===== src/hdl/bemr_pkg.sv =====
// shared types and constants for the big-endian memory with reservation
// used by bemr_ctrl, bemr_dpath and the top level; no dependencies
`default_nettype none

package bemr_pkg;

    // default memory size in bytes
    localparam int MEM_BYTES_DEF = 65536;

    // request type codes
    localparam logic [1:0] REQ_LOAD  = 2'd0;
    localparam logic [1:0] REQ_STORE = 2'd1;
    localparam logic [1:0] REQ_LRSV  = 2'd2;
    localparam logic [1:0] REQ_STCD  = 2'd3;

    // cr0 values written by a store-conditional
    localparam logic [3:0] CR0_EQ   = 4'd2;
    localparam logic [3:0] CR0_NONE = 4'd0;

    // controller states
    typedef enum logic [2:0] {
        S_CLEAR,
        S_IDLE,
        S_DECIDE,
        S_READ,
        S_DRAIN,
        S_WRITE,
        S_FINISH
    } t_state;

    // controller to datapath commands
    typedef struct packed {
        logic accept;    // latch a new request beat
        logic clr_wr;    // write zero at the clear pointer
        logic rd_en;     // read the current byte
        logic wr_en;     // write the current byte
        logic load_out;  // load result registers and commit state
    } t_cmd;

    // datapath to controller status
    typedef struct packed {
        logic clr_last;   // clear pointer at the last byte
        logic do_read;    // request succeeds and reads memory
        logic do_write;   // request succeeds and writes memory
        logic last_byte;  // byte counter at the last byte of the access
    } t_status;

endpackage

`default_nettype wire


===== src/hdl/bemr_ctrl.sv =====
// controller state machine: clearing pass, request sequencing, result handoff
// depends on bemr_pkg
`default_nettype none

module bemr_ctrl (
    input  wire                i_clk,
    input  wire                i_rst_n,
    input  wire                i_in_valid,
    output logic               o_in_stall,
    output logic               o_out_valid,
    input  wire                i_out_stall,
    input  bemr_pkg::t_status  i_status,
    output bemr_pkg::t_cmd     o_cmd
);

    bemr_pkg::t_state r_state, n_state;
    logic             r_out_valid, n_out_valid;
    logic             out_free;

    // state and output valid registers
    always_ff @(posedge i_clk) begin
        if (!i_rst_n) begin
            r_state     <= bemr_pkg::S_CLEAR;
            r_out_valid <= 1'b0;
        end else begin
            r_state     <= n_state;
            r_out_valid <= n_out_valid;
        end
    end

    assign out_free = !r_out_valid || !i_out_stall;

    // next state and commands
    always_comb begin
        n_state = r_state;
        o_cmd   = '0;
        unique case (r_state)
            bemr_pkg::S_CLEAR: begin
                o_cmd.clr_wr = 1'b1;
                if (i_status.clr_last) n_state = bemr_pkg::S_IDLE;
            end
            bemr_pkg::S_IDLE: begin
                o_cmd.accept = i_in_valid;
                if (i_in_valid) n_state = bemr_pkg::S_DECIDE;
            end
            bemr_pkg::S_DECIDE: begin
                if (i_status.do_read)       n_state = bemr_pkg::S_READ;
                else if (i_status.do_write) n_state = bemr_pkg::S_WRITE;
                else                        n_state = bemr_pkg::S_FINISH;
            end
            bemr_pkg::S_READ: begin
                o_cmd.rd_en = 1'b1;
                if (i_status.last_byte) n_state = bemr_pkg::S_DRAIN;
            end
            bemr_pkg::S_DRAIN: begin
                n_state = bemr_pkg::S_FINISH;
            end
            bemr_pkg::S_WRITE: begin
                o_cmd.wr_en = 1'b1;
                if (i_status.last_byte) n_state = bemr_pkg::S_FINISH;
            end
            bemr_pkg::S_FINISH: begin
                if (out_free) begin
                    o_cmd.load_out = 1'b1;
                    n_state        = bemr_pkg::S_IDLE;
                end
            end
            default: n_state = bemr_pkg::S_CLEAR;
        endcase
    end

    // result beat held until taken
    always_comb begin
        if (o_cmd.load_out)   n_out_valid = 1'b1;
        else if (!i_out_stall) n_out_valid = 1'b0;
        else                  n_out_valid = r_out_valid;
    end

    assign o_in_stall  = (r_state != bemr_pkg::S_IDLE);
    assign o_out_valid = r_out_valid;

    // no result may appear before the clearing pass is done
    a_no_out_in_clear: assert property (@(posedge i_clk) disable iff (!i_rst_n)
        (r_state == bemr_pkg::S_CLEAR) |-> !r_out_valid)
        else $error("result valid during clearing pass");

    // read and write never issued together
    a_rd_wr_excl: assert property (@(posedge i_clk) disable iff (!i_rst_n)
        !(o_cmd.rd_en && o_cmd.wr_en))
        else $error("read and write in the same cycle");

    // a result never overwrites one that is still stalled
    a_load_free: assert property (@(posedge i_clk) disable iff (!i_rst_n)
        o_cmd.load_out |-> (!r_out_valid || !i_out_stall))
        else $error("result loaded over a stalled beat");

    // an accepted request goes straight to the decision step
    a_accept_decide: assert property (@(posedge i_clk) disable iff (!i_rst_n)
        o_cmd.accept |=> (r_state == bemr_pkg::S_DECIDE))
        else $error("accept not followed by decide");

endmodule

`default_nettype wire


===== config.mk =====
export PLATFORM = sky130hd
export DESIGN_NAME = bemr_ctrl
export DESIGN_NICKNAME = d
export VERILOG_FILES = /design/src/hdl/bemr_pkg.sv /design/src/hdl/bemr_ctrl.sv
export SDC_FILE = /design/constraint.sdc
export NUM_CORES = 1
export LEC_CHECK = 0
export CAP_MARGIN = 20
export CORE_AREA = 2 2 39 41
export CTS_CLUSTER_DIAMETER = 200
export CTS_CLUSTER_SIZE = 12
export DETAILED_ROUTE_END_ITERATION = 10
export DIE_AREA = 0 0 41 43
export DONT_BUFFER_PORTS = 1
export SYNTH_ARGS = -nofsm -noshare
export SYNTH_HDL_FRONTEND = slang
export SYNTH_SLANG_ARGS = --single-unit

===== constraint.sdc =====
create_clock -name i_clk -period 1.1 [get_ports i_clk]
set_clock_uncertainty 0.05 [all_clocks]
set_input_delay 0.22 -clock i_clk [delete_from_list [all_inputs] [get_ports i_clk]]
set_output_delay 0.22 -clock i_clk [all_outputs]
set_load 0.02 [all_outputs]

==> impl_metrics.yaml, run 1 <==
placement:
  dp_hpwl_um: 693.4
  place_area_um2: 441.7
  portBuffers: 0
  gp_congestion: 0.7012
logic_synthesis:
  seq_area_frac_synth_pct: 22.46
  synth.net_count: 56
  ys_ff_latch: 4
  yosysWarnings: 0
  synth_cells: 48
  ys_types: 26
  syn_area_um2: 356.6
  syn_area_per_cell_um2: 7.429
critical_path:
  critical_path_class: "register to output port"
  worstReg2RegStart: "r_state[1]$_SDFFE_PN0P_"
  critPathArrivalTime_ps: 1050
  slowest_delay_ps: 350
  required_ps: 830
  r2r_slack_ps: -150
  worstSetupStartpointType: "register"
  crit_buf_inv: 1
  end_kind: "output port"
  path_cells: "nand3b_1, a21oi_1, buf_4"
  worstSetupStartpoint: "r_state[0]$_SDFFE_PN0P_"
  critPathMaxFanout: 6
  critical-path-top-delay-family: "flip-flops"
  timing.critical_path.slowest_stage_cell: "dfxtp_4"
die:
  die_w_um: 41
  num_rows: 14
  ioPinCount: 15
  die_y_um: 43
  die_area_mm2: 0.001763
  core_area_mm2: 0.001384
  start_util_pct: 25.77
timing:
  min_period_ps: 1321
  timing.fmax_mhz: 756.8
  slew_headroom_pct: 85.21
  drv_slew: 0
  finalSetupViolCount: 9
  setup_ws_ps: -221.4
  rsz0062_at_grt: "true"
  tns_ps: -1428
  timing.final.crit_share_pct: 120.1
  max_slew.worst_pin.slew_ps: 221.5
  finalHoldViolations: 0
drt:
  vias: 420
  wl_per_cell_um: 13.51
  detail_route.vias_per_cell: 5.060
  firstDrtPassIters: 4
  final_antenna_net_count: 0
  wirelength_mm: 1.121
  drt_iter0_markers: 7
  drc: 0
finish:
  final_common_cell: "buf_4"
  layout-drive-gt1-share_pct: 70.15
  diodes: 0
  fillCellCount: 129
  final_cell_mix: "buf_4, buf_6, nand2_1"
  finalInstanceArea_um2: 661.9
  nets: 76
  area_growth_pct: 85.61
power_and_ir_drop:
  internal_power_w: 0.0005763
  ir_drop_uv: 410.0
  leakagePower_nw: 0.2813
  p_sw_w: 0.0003208
  p_comb_share_pct: 55.2
  p_clk_share_pct: 22.9
  power_frac_seq_pct: 21.9
  p_sw_share_pct: 35.76
  cellPowerDensity_mw_per_mm2: 1355
grt:
  antenna_found_initial: 0
  grt_pass1_wl_mm: 1.800
  track_usage_pct: 15.96
  overflow: 0
  grt_pass1_vias: 433
  grt_start_max_net_pins: 7
cts:
  clk_latency_ps: 240
  htreeDepth: 1
  clock_sinks: 4
  cts_tree: "done"
  root_buffer: "clkbuf_4"
  cts_buffers: 3
  clk_pin_slew_worst_paths_ps: 40
  cts.path.max_buffers: 2
min_path:
  min_path_type: "input port to register"
  hp-start: "i_rst_n"
status:
  violations: "setup timing"
  status: "finished, violations left"
job:
  max-cap-violations: 0
[cells in the mapped netlist, drive strengths merged]
master  instances  area (um2)
and2            2       12.51
a211oi          1       7.510
o211ai          1       7.510
a21oi           3       15.01
nand2b          2       12.51
o211a           1       10.01
nand2           8       30.03
nand3b          1       7.510
nor2b           2       22.52
nor3            2       10.01
a221oi          1       15.01
inv             2       7.500
o311a           1       10.01
o21ai           6       30.03
a21boi          1       7.510
nand3           1       5.000
dfxtp           4       80.08
mux2i           1       10.01
nor2            3       13.77
buf             4       33.78
o311ai          1       8.760
[power by group through the flow]
stage	clock, W	combinational [W]	sequential, W
after floorplan	0	0.000223	0.000179
after global placement	0	0.000291	0.000197
after detailed placement	0	0.000294	0.000197
after CTS	0.000215	0.000455	0.000194
after global routing	0.000229	0.000527	0.000200
final	0.000205	0.000495	0.000197
[routing by layer]
metal  GRT usage, %  routed length, um  vias to the layer above
li1               -                  -                      211
met1          17.04                431                      194
met2          23.13                588                       13
met3          6.283                 82                        2
met4          13.33                 19                        0
met5              0                  0                        -
[layout make-up]
type                    count  area [um2]  area share (%)
clock buffers               4       26.28           3.970
inverters                   2       7.507           1.134
multi-input cells          38       331.6           50.09
flip-flops and latches      4       95.09           14.37
well taps                  16       20.02           3.025
repair buffers             19       181.4           27.41
[timing repair]
item | CTS | global route
hold buffers | 0 | 0
gates resized for setup | 27 | 6
setup endpoints to repair | 9 | 9
cloned | 0 | 0
pin swaps | 11 | 3
buffers inserted | 9 | 1
[worst register-to-register path, stage by stage (launching register included)]
cell and delay, ps:
dfxtp_4 370, buf_12 130, buf_6 90, mux2i_1 180, nand2_1 90, o311ai_2 70
o311a_1 200
[logic make-up (layout without fill, tap and decap cells)]
kind of cell,count (synthesis),in the layout,share of synthesized area [%]
buffers and inverters,6,25,11.58
multiplexers,1,1,2.807
AND/OR/NAND/NOR,21,21,31.93
AO/OA/AOI/OAI,16,16,31.23
flip-flops,4,4,22.46
[sequential cells by signal, indices dropped and copies added, names as in the netlist]
signal and count:
r_state 3, o_out_valid 1
[stage by stage]
step	hold slack [ps]	setup WS, ps	std cells	utilization, %	power (W)
2_1_floorplan	313.1	-57.15	48	-	0.0004022
3_3_place_gp	318.3	-149.4	69	31.92	0.0004880
3_5_place_dp	322.8	-146.5	69	31.92	0.0004907
4_1_cts	68.41	-252.3	82	45.03	0.0008643
5_1_grt	47.32	-284.6	83	47.83	0.0009564
6_report	56.98	-221.4	83	47.83	0.0008972
[final timing paths]
path,endpoint,cells after the start
min reg2reg,o_out_valid$_SDFFE_PN0P_,2
min,r_state[1]$_SDFFE_PN0P_,2
max reg2reg,r_state[0]$_SDFFE_PN0P_,6
max,o_cmd[0],3
(Power assumes the default switching activity.)
==> inputs of run 2 (changes only) <==
Settings changed: PLACE_DENSITY from default to 0.49, SLEW_MARGIN from default to 20.
==> run 2 against run 1 <==
  * The run still ends with setup timing left
  * Clock power barely moved
  * Non-clock buffer count up 3
  * Sequential power grew 4%
  * Total power grew 0.20%
  * Sequential cell count unchanged
  * Cell area up 0.76%
  * Utilization up 0.36 points
==> impl_metrics.yaml, run 2 (synthesis gave the netlist of run 1 again) <==
placement:
  portBuffers: 0
  gp_congestion: 0.8326
  dp_hpwl_um: 724.8
  place_area_um2: 459.2
  place_ws_ps: -152.9
  dp_cells: 73
finish:
  layout-drive-gt1-share_pct: 64.29
  final_cells: 86
  finalInstanceArea_um2: 666.9
  final_common_cell: "buf_4"
  area_growth_pct: 87.02
  largest_reg_flops: 3
  regMostFlops: "r_state"
  nets: 79
  diodes: 0
  final_cell_mix: "buf_4, buf_6, nand2_1"
  fillCellCount: 133
grt:
  grt_pass1_wl_mm: 1.752
  grt_pass1_vias: 419
  track_usage_pct: 15.26
  antenna_found_initial: 0
  grt_start_max_net_pins: 9
  overflow: 0
critical_path:
  reg2reg_depth: 4
  worstSetupStartpoint: "r_state[0]$_SDFFE_PN0P_"
  crit_buf_inv: 1
  reg2reg_to: "r_state[0]$_SDFFE_PN0P_"
  end_kind: "output port"
  slowest_delay_ps: 360
  critPathArrivalTime_ps: 1070
  path_cells: "nand3b_1, a21oi_1, buf_4"
  timing.critical_path.slowest_stage_cell: "dfxtp_4"
  critical-path-top-delay-family: "flip-flops"
  crit_end: "o_cmd[0]"
  critical_path_class: "register to output port"
  r2r_slack_ps: -120
  worstReg2RegStart: "r_state[1]$_SDFFE_PN0P_"
  crit_cells: 3
  required_ps: 830
  critPathMaxFanout: 8
  worstSetupStartpointType: "register"
power_and_ir_drop:
  ir_drop_uv: 466.1
  power_w: 0.0008990
  cellPowerDensity_mw_per_mm2: 1348
  leakagePower_nw: 0.2929
die:
  start_util_pct: 25.77
  num_rows: 14
  die_w_um: 41
  die_y_um: 43
  core_area_mm2: 0.001384
  ioPinCount: 15
  die_area_mm2: 0.001763
drt:
  final_antenna_net_count: 0
  detail_route.vias_per_cell: 5.174
  wl_per_cell_um: 13.71
  drc: 0
  vias: 445
  drt_iter0_markers: 13
  wirelength_mm: 1.179
  firstDrtPassIters: 5
cts:
  root_buffer: "clkbuf_4"
  cts_tree: "done"
  clk_latency_ps: 240
  htreeDepth: 1
  clock_sinks: 4
  cts_hold_buf: 0
  cts.path.max_buffers: 2
  cts_buffers: 3
  clk_pin_slew_worst_paths_ps: 40
status:
  status: "finished, violations left"
  violations: "setup timing"
timing:
  min_period_ps: 1341
  max_slew.worst_pin.slew_ps: 228.3
  timing.final.crit_share_pct: 121.9
  slew_headroom_pct: 84.76
  setup_ws_ps: -240.8
  timing.fmax_mhz: 745.8
  rsz0062_at_grt: "true"
  finalSetupViolCount: 9
  finalHoldViolations: 0
  drv_slew: 0
  hold_slack_ps: 69.44
min_path:
  min_path_type: "input port to register"
job:
  max-cap-violations: 0
[run 2: worst reg2reg max path, cell delays in order (launching register included)]
cell	delay, ps
dfxtp_4	360
buf_6	120
buf_4	120
o211a_1	120
o311a_1	330
[run 2: report_power, final]
| part | internal, W | total, W | switching (W) |
|---|---|---|---|
| combinational | 0.000274 | 0.000489 | 0.000216 |
| sequential | 0.000167 | 0.000204 | 0.0000373 |
| clock | 0.000137 | 0.000205 | 0.0000686 |
| total | 0.000577 | 0.000899 | 0.000322 |
[run 2: what timing repair did]
action | 4_1_cts | 5_1_grt
pin swaps | 16 | 9
endpoints found under the setup margin | 9 | 9
buffers inserted | 7 | 4
gates resized for setup | 25 | 7
[run 2: final cells by class]
cell class	count	area, um2	share of cell area (%)
Clock buffer	4	26.28	3.940
Timing Repair Buffer	22	198.9	29.83
Sequential cell	4	95.09	14.26
Inverter	2	7.507	1.126
Tap cell	16	20.02	3.002
Multi-Input combinational cell	38	319.1	47.84
[run 2: worst min path at each step]
stage	startpoint	end	slack, ps	cells past startpoint
floorplan	i_rst_n	o_out_valid$_SDFFE_PN0P_	310	1
global placement	i_rst_n	r_state[0]$_SDFFE_PN0P_	320	1
detailed placement	i_rst_n	o_out_valid$_SDFFE_PN0P_	320	1
CTS	i_rst_n	r_state[0]$_SDFFE_PN0P_	60	1
global route	i_rst_n	o_out_valid$_SDFFE_PN0P_	80	1
finish	i_rst_n	o_out_valid$_SDFFE_PN0P_	70	1
[run 2: through the flow]
stage / TNS (ps) / util [%]
after floorplan: -84.47 / -
after global placement: -698.7 / 33.18
after detailed placement: -694.3 / 33.18
after CTS: -1312 / 45.03
after global routing: -1776 / 48.19
final: -1415 / 48.19
[run 2: per-layer routing]
layer,GRT usage (%),vias to the layer above,wire [um]
met2,25.00,17,624
met4,12.00,0,15
met3,2.094,2,51
met5,0,-,0
met1,16.08,214,488
li1,-,212,-
